### config.mk
export PLATFORM = sky130hd
export DESIGN_NAME = body_rest_detector_unit_flat
export DESIGN_NICKNAME = d
export VERILOG_FILES = /design/src/rtl/brd_pkg.sv /design/src/rtl/brd_if.sv /design/src/rtl/brd_ram.sv /design/src/rtl/body_rest_detector_unit.sv /design/src/flat_wrapper.sv
export SDC_FILE = /design/constraint.sdc
export NUM_CORES = 2
export LEC_CHECK = 0
export BUFFER_PORTS_ARGS = -buffer_cell sky130_fd_sc_hd__buf_4
export CAP_MARGIN = 20
export CELL_PAD_IN_SITES_DETAIL_PLACEMENT = 1
export CELL_PAD_IN_SITES_GLOBAL_PLACEMENT = 2
export CORE_ASPECT_RATIO = 1.4
export CORE_MARGIN = 2
export CORE_UTILIZATION = 39
export CTS_CLUSTER_SIZE = 40
export DETAILED_ROUTE_END_ITERATION = 8
export GPL_ROUTABILITY_DRIVEN = 0
export PLACE_DENSITY_LB_ADDON = 0.12
export SLEW_MARGIN = 20
export SYNTH_ARGS = -nofsm -noshare
export SYNTH_HDL_FRONTEND = slang
export SYNTH_SLANG_ARGS = --single-unit
### constraint.sdc
create_clock -name clk -period 13.44 [get_ports clk]
set_input_delay 0.672 -clock clk [delete_from_list [all_inputs] [get_ports clk]]
set_output_delay 0.672 -clock clk [all_outputs]
set_load 0.02 [all_outputs]
### src/rtl/brd_pkg.sv
// Package with the widths, register codes, record type and smoothing function of the rest detector.
package brd_pkg;

    localparam int ID_W       = 6;
    localparam int SPEED_W    = 16;
    localparam int DWELL_W    = 24;
    localparam int WAKE_W     = 8;
    localparam int STEP_W     = 16;
    localparam int CFG_IDX_W  = 3;
    localparam int CFG_DATA_W = 24;

    localparam logic [DWELL_W-1:0] DWELL_MAX = {DWELL_W{1'b1}};

    // Exponential average weights: 205/256 on the old value, 51/256 on the new sample.
    localparam logic [7:0] EMA_OLD_GAIN = 8'd205;
    localparam logic [7:0] EMA_NEW_GAIN = 8'd51;
    localparam logic [7:0] EMA_ROUND    = 8'd128;

    // Configuration register indexes.
    typedef enum logic [CFG_IDX_W-1:0] {
        CFG_LIN_THR    = 3'd0,
        CFG_ANG_THR    = 3'd1,
        CFG_WAKE_SCALE = 3'd2,
        CFG_TIME_STEP  = 3'd3,
        CFG_SLEEP_DLY  = 3'd4
    } cfg_reg_t;

    // One stored body record.
    typedef struct packed {
        logic               cand;
        logic [SPEED_W-1:0] lin;
        logic [SPEED_W-1:0] ang;
        logic [DWELL_W-1:0] dwell;
    } body_rec_t;

    localparam int REC_W = $bits(body_rec_t);

    // Fixed-point smoothing step: (205*old + 51*now + 128) >> 8.
    function automatic logic [SPEED_W-1:0] ema(input logic [SPEED_W-1:0] old_val,
                                               input logic [SPEED_W-1:0] now_val);
        logic [SPEED_W+7:0] acc;
        acc = (SPEED_W+8)'(old_val) * (SPEED_W+8)'(EMA_OLD_GAIN)
            + (SPEED_W+8)'(now_val) * (SPEED_W+8)'(EMA_NEW_GAIN)
            + (SPEED_W+8)'(EMA_ROUND);
        return acc[SPEED_W+7:8];
    endfunction

endpackage

### src/rtl/brd_if.sv
// Valid/ready channel interfaces for the rest detector input and result streams.
interface brd_in_if;
    import brd_pkg::*;

    logic               valid;
    logic               ready;
    logic [ID_W-1:0]    body_index;
    logic [SPEED_W-1:0] lin_speed_now;
    logic [SPEED_W-1:0] ang_speed_now;
    logic               disturbed;
    logic               in_island;

    modport source (output valid, body_index, lin_speed_now, ang_speed_now, disturbed,
                    in_island, input ready);
    modport sink   (input valid, body_index, lin_speed_now, ang_speed_now, disturbed,
                    in_island, output ready);
endinterface

interface brd_out_if;
    import brd_pkg::*;

    logic               valid;
    logic               ready;
    logic [ID_W-1:0]    body_id;
    logic               sleep_candidate;
    logic [SPEED_W-1:0] lin_speed_smooth;
    logic [SPEED_W-1:0] ang_speed_smooth;
    logic [DWELL_W-1:0] dwell_us;

    modport source (output valid, body_id, sleep_candidate, lin_speed_smooth,
                    ang_speed_smooth, dwell_us, input ready);
    modport sink   (input valid, body_id, sleep_candidate, lin_speed_smooth,
                    ang_speed_smooth, dwell_us, output ready);
endinterface

### src/rtl/brd_ram.sv
// Generic single-write, single-read synchronous RAM with a registered read port.
module brd_ram #(
    parameter int WIDTH = 8,
    parameter int DEPTH = 64,
    parameter int AW    = (DEPTH > 1) ? $clog2(DEPTH) : 1
) (
    input  logic             clk,
    input  logic             we,
    input  logic [AW-1:0]    waddr,
    input  logic [WIDTH-1:0] wdata,
    input  logic             re,
    input  logic [AW-1:0]    raddr,
    output logic [WIDTH-1:0] rdata
);

    logic [WIDTH-1:0] mem [DEPTH];
    logic [WIDTH-1:0] rdata_reg;

    // Write port and registered read port; a read of the entry being written returns old data.
    always_ff @(posedge clk)
    begin
        if (we)
        begin
            mem[waddr] <= wdata;
        end
        if (re)
        begin
            rdata_reg <= mem[raddr];
        end
    end

    assign rdata = rdata_reg;

endmodule

### src/rtl/body_rest_detector_unit.sv
// Top level of the per-body rest detector: configuration, body-state RAM and update pipeline.
//
// Usage: items arrive on in_ch (valid/ready); a transfer takes place at a rising clk edge
// with valid and ready both high. Each item names a body and carries its instantaneous
// linear and angular speeds plus the disturbed and in-island flags. For every input
// transfer exactly one result leaves on out_ch, in input order.
// The result is registered through the read stage, decision stage and output register.
// A new item is not taken while the previous one is in the read stage. The body state
// lives in a RAM with a registered read port; an item reads its record in the cycle of
// its transfer and writes it back when it leaves the decision stage, and the next item's
// read can be issued in that write-back cycle, with the written record forwarded to it.
// Configuration: cfg_we writes cfg_data into register cfg_index; write only while idle.
// Reset: rst_n low clears all control state, loads the register defaults and marks every
// body record invalid, so each body reads as all zeros until first written. No clearing
// pass is needed; the block can take items as soon as reset is released.
// Stall: when out_ch.ready is low the result holds in the output register; one more item
// is accepted and waits in the decision stage behind it, then in_ch.ready stays low until
// the result leaves.
module body_rest_detector_unit #(
    parameter int MAX_BODIES = 64
) (
    input  logic                           clk,
    input  logic                           rst_n,
    input  logic                           cfg_we,
    input  logic [brd_pkg::CFG_IDX_W-1:0]  cfg_index,
    input  logic [brd_pkg::CFG_DATA_W-1:0] cfg_data,
    brd_in_if.sink                         in_ch,
    brd_out_if.source                      out_ch
);
    import brd_pkg::*;

    localparam int AW = (MAX_BODIES > 1) ? $clog2(MAX_BODIES) : 1;

    // Configuration registers.
    logic [SPEED_W-1:0] lin_thr_reg;
    logic [SPEED_W-1:0] ang_thr_reg;
    logic [WAKE_W-1:0]  wake_scale_reg;
    logic [STEP_W-1:0]  time_step_reg;
    logic [DWELL_W-1:0] sleep_dly_reg;

    // Pipeline control.
    logic b_valid_reg;
    logic c_valid_reg;
    logic out_valid_reg;
    logic fwd_valid_reg;
    logic [MAX_BODIES-1:0] rec_valid_reg;

    // Read stage payload.
    logic [ID_W-1:0]    b_id_reg;
    logic [AW-1:0]      b_addr_reg;
    logic               b_in_range_reg;
    logic [SPEED_W-1:0] b_lin_now_reg;
    logic [SPEED_W-1:0] b_ang_now_reg;
    logic               b_dist_reg;
    logic               b_island_reg;

    // Decision stage payload.
    logic [ID_W-1:0]    c_id_reg;
    logic [AW-1:0]      c_addr_reg;
    logic               c_in_range_reg;
    logic               c_dist_reg;
    logic               c_island_reg;
    body_rec_t          c_rec_reg;

    // Forwarding of the last record written.
    logic [AW-1:0]      fwd_addr_reg;
    body_rec_t          fwd_rec_reg;

    // Output register.
    logic [ID_W-1:0]    out_id_reg;
    body_rec_t          out_rec_reg;

    logic               in_xfer;
    logic               out_free;
    logic               c_fire;
    logic               ram_we;
    logic [AW-1:0]      in_addr;
    logic               in_in_range;
    logic [REC_W-1:0]   ram_rdata;
    body_rec_t          rec_old;
    body_rec_t          b_rec;
    body_rec_t          c_rec_next;
    logic               lin_wake;
    logic               ang_wake;
    logic               quiet;
    logic [DWELL_W:0]   dwell_sum;
    logic [DWELL_W-1:0] dwell_sat;

    // Handshake and stage movement.
    assign out_free    = !out_valid_reg || out_ch.ready;
    assign c_fire      = c_valid_reg && out_free;
    assign in_ch.ready = !b_valid_reg && (!c_valid_reg || c_fire);
    assign in_xfer     = in_ch.valid && in_ch.ready;
    assign in_addr     = AW'(in_ch.body_index);
    assign in_in_range = (32'(in_ch.body_index) < MAX_BODIES);
    assign ram_we      = c_fire && c_in_range_reg;

    brd_ram #(
        .WIDTH (REC_W),
        .DEPTH (MAX_BODIES),
        .AW    (AW)
    ) u_brd_ram (
        .clk   (clk),
        .we    (ram_we),
        .waddr (c_addr_reg),
        .wdata (c_rec_next),
        .re    (in_xfer),
        .raddr (in_addr),
        .rdata (ram_rdata)
    );

    // Read stage: pick forwarded, stored or reset record, then smooth the speeds of an in-island item.
    always_comb
    begin
        if (fwd_valid_reg && (fwd_addr_reg == b_addr_reg))
        begin
            rec_old = fwd_rec_reg;
        end
        else if (rec_valid_reg[b_addr_reg])
        begin
            rec_old = body_rec_t'(ram_rdata);
        end
        else
        begin
            rec_old = '0;
        end
        b_rec = rec_old;
        if (b_island_reg)
        begin
            b_rec.lin = ema(rec_old.lin, b_lin_now_reg);
            b_rec.ang = ema(rec_old.ang, b_ang_now_reg);
        end
    end

    // Decision stage: wake and quiet tests, dwell accumulation and candidacy.
    always_comb
    begin
        lin_wake   = (24'(c_rec_reg.lin) << 4) > (24'(wake_scale_reg) * 24'(lin_thr_reg));
        ang_wake   = (24'(c_rec_reg.ang) << 4) > (24'(wake_scale_reg) * 24'(ang_thr_reg));
        quiet      = (c_rec_reg.lin < lin_thr_reg) && (c_rec_reg.ang < ang_thr_reg)
                     && !c_dist_reg;
        dwell_sum  = (DWELL_W+1)'(c_rec_reg.dwell) + (DWELL_W+1)'(time_step_reg);
        dwell_sat  = dwell_sum[DWELL_W] ? DWELL_MAX : dwell_sum[DWELL_W-1:0];
        c_rec_next = c_rec_reg;
        if (!c_island_reg)
        begin
            c_rec_next.cand = 1'b0;
        end
        else if (c_rec_reg.cand)
        begin
            if (c_dist_reg || lin_wake || ang_wake)
            begin
                c_rec_next.cand = 1'b0;
            end
        end
        else if (quiet)
        begin
            c_rec_next.dwell = dwell_sat;
            if (dwell_sat >= sleep_dly_reg)
            begin
                c_rec_next.cand = 1'b1;
            end
        end
        else
        begin
            c_rec_next.dwell = '0;
        end
    end

    // Control state and configuration registers.
    always_ff @(posedge clk or negedge rst_n)
    begin
        if (!rst_n)
        begin
            lin_thr_reg    <= SPEED_W'(26);
            ang_thr_reg    <= SPEED_W'(26);
            wake_scale_reg <= WAKE_W'(32);
            time_step_reg  <= STEP_W'(1000);
            sleep_dly_reg  <= DWELL_W'(500000);
            b_valid_reg    <= 1'b0;
            c_valid_reg    <= 1'b0;
            out_valid_reg  <= 1'b0;
            fwd_valid_reg  <= 1'b0;
            rec_valid_reg  <= '0;
        end
        else
        begin
            if (cfg_we)
            begin
                unique case (cfg_reg_t'(cfg_index))
                    CFG_LIN_THR:    lin_thr_reg    <= cfg_data[SPEED_W-1:0];
                    CFG_ANG_THR:    ang_thr_reg    <= cfg_data[SPEED_W-1:0];
                    CFG_WAKE_SCALE: wake_scale_reg <= cfg_data[WAKE_W-1:0];
                    CFG_TIME_STEP:  time_step_reg  <= cfg_data[STEP_W-1:0];
                    CFG_SLEEP_DLY:  sleep_dly_reg  <= cfg_data[DWELL_W-1:0];
                    default:        ;
                endcase
            end
            b_valid_reg <= in_xfer;
            if (b_valid_reg)
            begin
                c_valid_reg <= 1'b1;
            end
            else if (c_fire)
            begin
                c_valid_reg <= 1'b0;
            end
            if (c_fire)
            begin
                out_valid_reg <= 1'b1;
            end
            else if (out_ch.ready)
            begin
                out_valid_reg <= 1'b0;
            end
            if (ram_we)
            begin
                fwd_valid_reg             <= 1'b1;
                rec_valid_reg[c_addr_reg] <= 1'b1;
            end
        end
    end

    // Stage payload registers.
    always_ff @(posedge clk)
    begin
        if (in_xfer)
        begin
            b_id_reg       <= in_ch.body_index;
            b_addr_reg     <= in_addr;
            b_in_range_reg <= in_in_range;
            b_lin_now_reg  <= in_ch.lin_speed_now;
            b_ang_now_reg  <= in_ch.ang_speed_now;
            b_dist_reg     <= in_ch.disturbed;
            b_island_reg   <= in_ch.in_island;
        end
        if (b_valid_reg)
        begin
            c_id_reg       <= b_id_reg;
            c_addr_reg     <= b_addr_reg;
            c_in_range_reg <= b_in_range_reg;
            c_dist_reg     <= b_dist_reg;
            c_island_reg   <= b_island_reg;
            c_rec_reg      <= b_rec;
        end
        if (ram_we)
        begin
            fwd_addr_reg <= c_addr_reg;
            fwd_rec_reg  <= c_rec_next;
        end
        if (c_fire)
        begin
            out_id_reg  <= c_id_reg;
            out_rec_reg <= c_in_range_reg ? c_rec_next : '0;
        end
    end

    // Result channel.
    assign out_ch.valid            = out_valid_reg;
    assign out_ch.body_id          = out_id_reg;
    assign out_ch.sleep_candidate  = out_rec_reg.cand;
    assign out_ch.lin_speed_smooth = out_rec_reg.lin;
    assign out_ch.ang_speed_smooth = out_rec_reg.ang;
    assign out_ch.dwell_us         = out_rec_reg.dwell;

endmodule

### src/flat_wrapper.sv
// flat-port wrapper written by rule: the top's interface ports become plain ports
module body_rest_detector_unit_flat import brd_pkg::*;
#(
    parameter int MAX_BODIES = 64
)
  (clk, rst_n, cfg_we, cfg_index, cfg_data, in_ch_valid, in_ch_body_index, in_ch_lin_speed_now, in_ch_ang_speed_now, in_ch_disturbed, in_ch_in_island, in_ch_ready, out_ch_valid, out_ch_body_id, out_ch_sleep_candidate, out_ch_lin_speed_smooth, out_ch_ang_speed_smooth, out_ch_dwell_us, out_ch_ready);
  brd_in_if in_ch_i ();
  brd_out_if out_ch_i ();
  input  logic clk;
  input  logic rst_n;
  input  logic cfg_we;
  input  logic [brd_pkg::CFG_IDX_W-1:0] cfg_index;
  input  logic [brd_pkg::CFG_DATA_W-1:0] cfg_data;
  input wire logic [$bits(in_ch_i.valid)-1:0] in_ch_valid;
  input wire logic [$bits(in_ch_i.body_index)-1:0] in_ch_body_index;
  input wire logic [$bits(in_ch_i.lin_speed_now)-1:0] in_ch_lin_speed_now;
  input wire logic [$bits(in_ch_i.ang_speed_now)-1:0] in_ch_ang_speed_now;
  input wire logic [$bits(in_ch_i.disturbed)-1:0] in_ch_disturbed;
  input wire logic [$bits(in_ch_i.in_island)-1:0] in_ch_in_island;
  output wire logic [$bits(in_ch_i.ready)-1:0] in_ch_ready;
  output wire logic [$bits(out_ch_i.valid)-1:0] out_ch_valid;
  output wire logic [$bits(out_ch_i.body_id)-1:0] out_ch_body_id;
  output wire logic [$bits(out_ch_i.sleep_candidate)-1:0] out_ch_sleep_candidate;
  output wire logic [$bits(out_ch_i.lin_speed_smooth)-1:0] out_ch_lin_speed_smooth;
  output wire logic [$bits(out_ch_i.ang_speed_smooth)-1:0] out_ch_ang_speed_smooth;
  output wire logic [$bits(out_ch_i.dwell_us)-1:0] out_ch_dwell_us;
  input wire logic [$bits(out_ch_i.ready)-1:0] out_ch_ready;
  assign in_ch_i.valid = in_ch_valid;
  assign in_ch_i.body_index = in_ch_body_index;
  assign in_ch_i.lin_speed_now = in_ch_lin_speed_now;
  assign in_ch_i.ang_speed_now = in_ch_ang_speed_now;
  assign in_ch_i.disturbed = in_ch_disturbed;
  assign in_ch_i.in_island = in_ch_in_island;
  assign in_ch_ready = in_ch_i.ready;
  assign out_ch_valid = out_ch_i.valid;
  assign out_ch_body_id = out_ch_i.body_id;
  assign out_ch_sleep_candidate = out_ch_i.sleep_candidate;
  assign out_ch_lin_speed_smooth = out_ch_i.lin_speed_smooth;
  assign out_ch_ang_speed_smooth = out_ch_i.ang_speed_smooth;
  assign out_ch_dwell_us = out_ch_i.dwell_us;
  assign out_ch_i.ready = out_ch_ready;
  body_rest_detector_unit #(.MAX_BODIES(MAX_BODIES)) u_core (.clk(clk), .rst_n(rst_n), .cfg_we(cfg_we), .cfg_index(cfg_index), .cfg_data(cfg_data), .in_ch(in_ch_i), .out_ch(out_ch_i));
endmodule
# [Word-level counts from Yosys, hierarchy flattened]
# Memories as Yosys holds them, arrays and structs flattened. A register that Yosys moved wholly into a read port is not among the register bits.
# Index checks and enable logic that the tools add are counted.
[classes] add_sub_neg=5 multipliers=6 order_cmp=8 eq_ne=5 n_mux=22 bitwise=1 reduce_logical=23
[op_table] cell="$mux W57" count=2
[op_table] cell="$mux W24" count=4
[op_table] cell="$or A64 B64 Y64" count=1
[op_table] cell="$add A24 B22 Y24" count=2
[op_table] cell="$add A24 B8 Y24 const B" count=2
[op_table] cell="$gt A20 B24 Y1" count=2
[op_table] cell="$mul A16 B8 Y24 const B" count=2
[op_table] cell="$mul A8 B16 Y24" count=2
[op_table] cell="$mul A16 B6 Y22 const B" count=2
[op_table] cell="$lt A16 B16 Y1" count=2
[op_table] cell="$mux W32" count=1
[op_table] cell="$add A24 B16 Y25" count=1
[op_table] cell="$ge A24 B24 Y1" count=1
[op_table] cell="$lt A6 B7 Y1 const B" count=2
[op_table] cell="$mux W1" count=13
[op_table] cell="$reduce_and A2 Y1" count=5
[op_table] cell="$logic_and A1 B1 Y1" count=7
[op_table] cell="$bmux W1 S6" count=1
[op_table] cell="$demux W1 S6" count=1
[op_table] cell="$eq A3 B2 Y1 const B" count=2
[op_table] cell="$eq A6 B6 Y1" count=1
[op_table] cell="$ge A6 B1 Y1 const B" count=1
[op_table] cell="$logic_not A1 Y1" count=4
[op_table] cell="$logic_or A1 B1 Y1" count=4
[op_table] cell="other kinds (4)" count=5
[word_totals] reg_bits=316 mem_bits_rw=3648 input_bits=72 output_inout_bits=65 wordCells=98 n_memories=1
[memory_table] memory="u_core.u_brd_ram.mem" depth=64 width=57 read_ports=1 rd_ports_with_merged_regs=1 write_ports=1 line_no="brd_ram.sv:16" text="logic [WIDTH-1:0] mem [DEPTH];"

# [Longest topological paths before layout]
[depth] depth_word=8 depth_mapped=33 mapped_depth_nobuf=29

# [By module]
# Synthesis repeated with hierarchy kept, for this count alone.
[hier_totals] hier_cells=8845 hier_area_um2=172151.4
[modules_own_cells] module="brd_ram" n_inst=1 cells_per_inst=5760 area_each_um2=140095.6 seq_area_each_um2=111256.7
[modules_own_cells] module="body_rest_detector_unit" n_inst=1 cells_per_inst=3085 area_each_um2=32055.7 seq_area_each_um2=8773.4

# [Worst setup path before layout]
# OpenSTA, ideal clock, no wires.
[synth_timing] kind="reg-to-reg" start="register u_core.wake_scale_reg[5]" end="register u_core.out_rec_reg (netlist bit u_core.out_ch.sleep_candidate) (data pin)" arrival_ns=8.159 required_ns=12.731 setup_slack_ns=4.572 stages_incl_launch_ff=26 cell_sequence="dfstp_2 clkbuf_1 and2_1 fa_1 fa_1 fa_1 inv_1 fa_1 inv_1 ha_1 a21o_1 a21o_1 a21oi_1 o21ai_0 a41oi_1 a21oi_1 nor2_1 xor2_1 ha_1 a21o_1 a21o_1 a21oi_1 a211o_1 a31oi_1 a311o_1 o21ai_0"
[synth_rtl] element="start: declaration" line_no="body_rest_detector_unit.sv:37" text="logic [WAKE_W-1:0] wake_scale_reg;"
[synth_rtl] element="start signal: assignment" line_no="body_rest_detector_unit.sv:193" text="CFG_WAKE_SCALE: wake_scale_reg <= cfg_data[WAKE_W-1:0];"
[synth_rtl] element="end signal: assignment" line_no="body_rest_detector_unit.sv:254" text="out_rec_reg <= c_in_range_reg ? c_rec_next : '0;"
[synth_rtl] element="end: declaration" line_no="body_rest_detector_unit.sv:71" text="body_rec_t out_rec_reg;"

==> metrics.txt <==
status=finished clean; Core Footprint=0.437 mm^2; Worst R2R Path Depth=25; post-place setup slack=4370 ps; pin count of the biggest net entering global routing=130; final setup margin=4370 ps; P per Cell Area=196 mW/mm^2; Slew Viols, Final=0; Yosys reg bits=4021; leak pwr=0.0661 uW; Chip Width=564 um; R2R Path Start=u_core.b_id_reg[0]$_DFFE_PP_; TNS Setup=0 ps; CTS sink cnt=4021; DP Wirelength=316 mm; P&R area growth vs syn=13.6%; Setup Crit Path Kind=reg2reg; area of the die=0.444 mm^2; Post-route DRC=0; Largest register FFs=3648; final period utilization=67.5%; FP Rows=287; Arrival @ worst endpoint=9760 ps; hold_sp=cfg_data[5]; count of final hold-check violations=0; Boundary Pins=137; wire per inst=37.0 um; CP Launch Point=u_core.b_id_reg[0]$_DFFE_PP_; DR vias/cell=5.82; Final min period=9070 ps; Worst Hold Class=in2reg; Async SR Flop Fraction=3.68%; Clock Latency Late Sink=1000 ps; H-tree depth=5; CTS buffer count=399; routed vias=86800; Mapped Cells=8291; Die H=788 um; Syn Nets=9126; CP Max Fanout=47; Avg Cell Area, Syn=20.6 um^2; worst vdd ir=172 uV; port bufs=136; Tightest Pin Transition=1160 ps; dominant synthesized flop cell=edfxtp_1; Bufs on Longest Clock Path=4; Startpoint Class=flip-flop; GRT Residual Overflow=0; Detailed Route Iter0 Violations=9276; end of the critical path=u_core.c_rec_next[55]$_DFFE_PP_; Worst slew margin=22.5%; TritonCTS clock tree=built; Final nets=9640; Crit. End Element=flip-flop; fraction of layout cells with a size suffix above 1=26.4%; f_max=110 MHz; Yosys warnings=0; final setup fails=0; max_cap viols=0; CTS Root Cell=clkbuf_16; RSZ-0062 raised after global routing=no; Initial DRT Pass Iterations=5; synthesized area=0.171 mm^2; Critical Path RT=14130 ps; GRT Util Overall=24.9%; ANT nets after route=0; sequential area share after synthesis=70.1%; total power=38100 uW; Netlist cell types=74; Initial Util=39.2%; initial antenna violation count=37; clock transition at the registers of the reported paths=60 ps; RR Endpoint=u_core.c_rec_next[55]$_DFFE_PP_; first-pass GRT wire length=764 mm; Post-synth EDFFs=3873; cts repair resizes=0; Setup Skew=58.0 ps; total wire length=552 mm; FF-to-FF setup slack=4370 ps; vias in the first global route=92300
metrics by stage:
stage          hold WS, ps  util, %  instances  cell area, um^2
6_report              88.1     44.5      14900           194000
5_1_grt               54.2     44.5      14900           194000
4_1_cts               1.50     44.5      14900           194000
3_5_place_dp           408     41.5      14100           181000
3_3_place_gp           415     41.4      14100           181000
2_1_floorplan          376        -       8291           171000
what timing repair did:
action                                 CTS  global route
endpoints found under the hold margin  105             0
hold buffers                            55             0
setup buffers                            0             0
setup endpoints to repair                0             0
worst max-delay path: stages (launching register included):
cell and delay [ps]:
edfxtp_1 800, mux4_1 650, mux2i_1 160, o22ai_1 140, nor4_1 560, nor3_2 270, buf_4 420, a22oi_1 500
inv_1 180, ha_1 330, ha_1 180, or2_2 310, fa_1 510, fa_1 560, fa_1 430, fa_1 380
ha_1 370, a21o_1 210, a21o_1 170, a221o_1 370, o21ai_2 230, o21ai_1 190, o41a_1 390, a21oi_2 160
xnor2_1 130, a21oi_1 90
layer usage:
| metal | vias to the layer above | track usage, % | part of all wire [%] |
|---|---|---|---|
| met1 | 48900 | 32.6 | 39 |
| met5 | - | 0 | 0.0056 |
| met3 | 662 | 3.30 | 5.9 |
| met4 | 4 | 6.43 | 2.8 |
| met2 | 3005 | 43.6 | 52 |
| li1 | 34200 | - | - |
synthesized netlist by cell type (all sizes together) (51+ instances only):
| library cell | n | area (um^2) |
|---|---|---|
| buf | 80 | 312 |
| a21oi | 100 | 504 |
| ha | 402 | 5030 |
| edfxtp | 3873 | 116000 |
| nor2 | 148 | 556 |
| clkbuf | 270 | 1010 |
| a21o | 59 | 443 |
| and2 | 197 | 1230 |
| dfrtp | 128 | 3200 |
| fa | 361 | 7230 |
| o21ai | 117 | 589 |
| mux4 | 1202 | 27100 |
| or2 | 74 | 463 |
| a22o | 51 | 447 |
| inv | 594 | 2230 |
| nand2 | 199 | 747 |
cells by family after synthesis:
kind of cell	synth area share (%)
DFF	70.1
muxes	16.2
buffers and inverters	2.08
and+or+nand+nor	2.31
adders and majority gates	7.16
AOI/OAI and AO/OA	1.74
xor gates and xnor gates	0.404
layout by cell type (no fill, tap or decap), types with 35 or more instances in the layout:
| master | netlist | layout |
|---|---|---|
| edfxtp_1 | 3873 | 3873 |
| mux4_2 | 1195 | 1195 |
| inv_1 | 593 | 592 |
| clkbuf_16 | 0 | 404 |
| ha_1 | 402 | 402 |
| buf_4 | 0 | 388 |
| fa_1 | 361 | 361 |
| nand2_1 | 199 | 199 |
| and2_1 | 197 | 196 |
| dfrtp_1 | 128 | 127 |
| o21ai_0 | 114 | 113 |
| a21oi_1 | 99 | 99 |
| nor2_1 | 148 | 82 |
| clkinv_1 | 0 | 82 |
| clkbuf_1 | 270 | 75 |
| or2_2 | 74 | 74 |
| clkinv_2 | 0 | 73 |
| nor2_4 | 0 | 66 |
| a21o_1 | 59 | 59 |
| dlygate4sd3_1 | 0 | 55 |
| xnor2_1 | 48 | 48 |
| bufinv_16 | 0 | 37 |
| a22o_1 | 51 | 35 |
cell type report:
type	instances	area [um^2]
Fill cell	40100	242000
Sequential cell	4021	120000
Multi-Input combinational cell	3326	48300
Clock buffer	479	10400
Tap cell	5780	7230
Timing Repair Buffer	463	3840
Clock inverter	249	2430
Inverter	594	2230
Antenna cell	7	17.5
power by group:
group	internal [uW]	switching [uW]	total, uW	leakage (uW)
Clock	6250	4990	11200	0.00624
Combinational	4330	6960	11300	0.0229
Sequential	15200	327	15600	0.0370
Total	25800	12300	38100	0.0661
how the worst min path moves through the flow:
stage	endpoint	slack, ps	depth (start not counted)
after floorplan	u_core.ang_thr_reg[0]$_DFFE_PN0P_	380	0
after global placement	u_core.c_dist_reg$_DFFE_PP_	420	0
after detailed placement	u_core.c_dist_reg$_DFFE_PP_	410	0
after CTS	u_core.out_ch.valid$_DFFE_PN0P_	2	4
after global routing	u_core.lin_thr_reg[9]$_DFFE_PN0P_	50	3
final	u_core.sleep_dly_reg[5]$_DFFE_PN1P_	90	3
No activity file was read; power rests on OpenSTA's default activity.
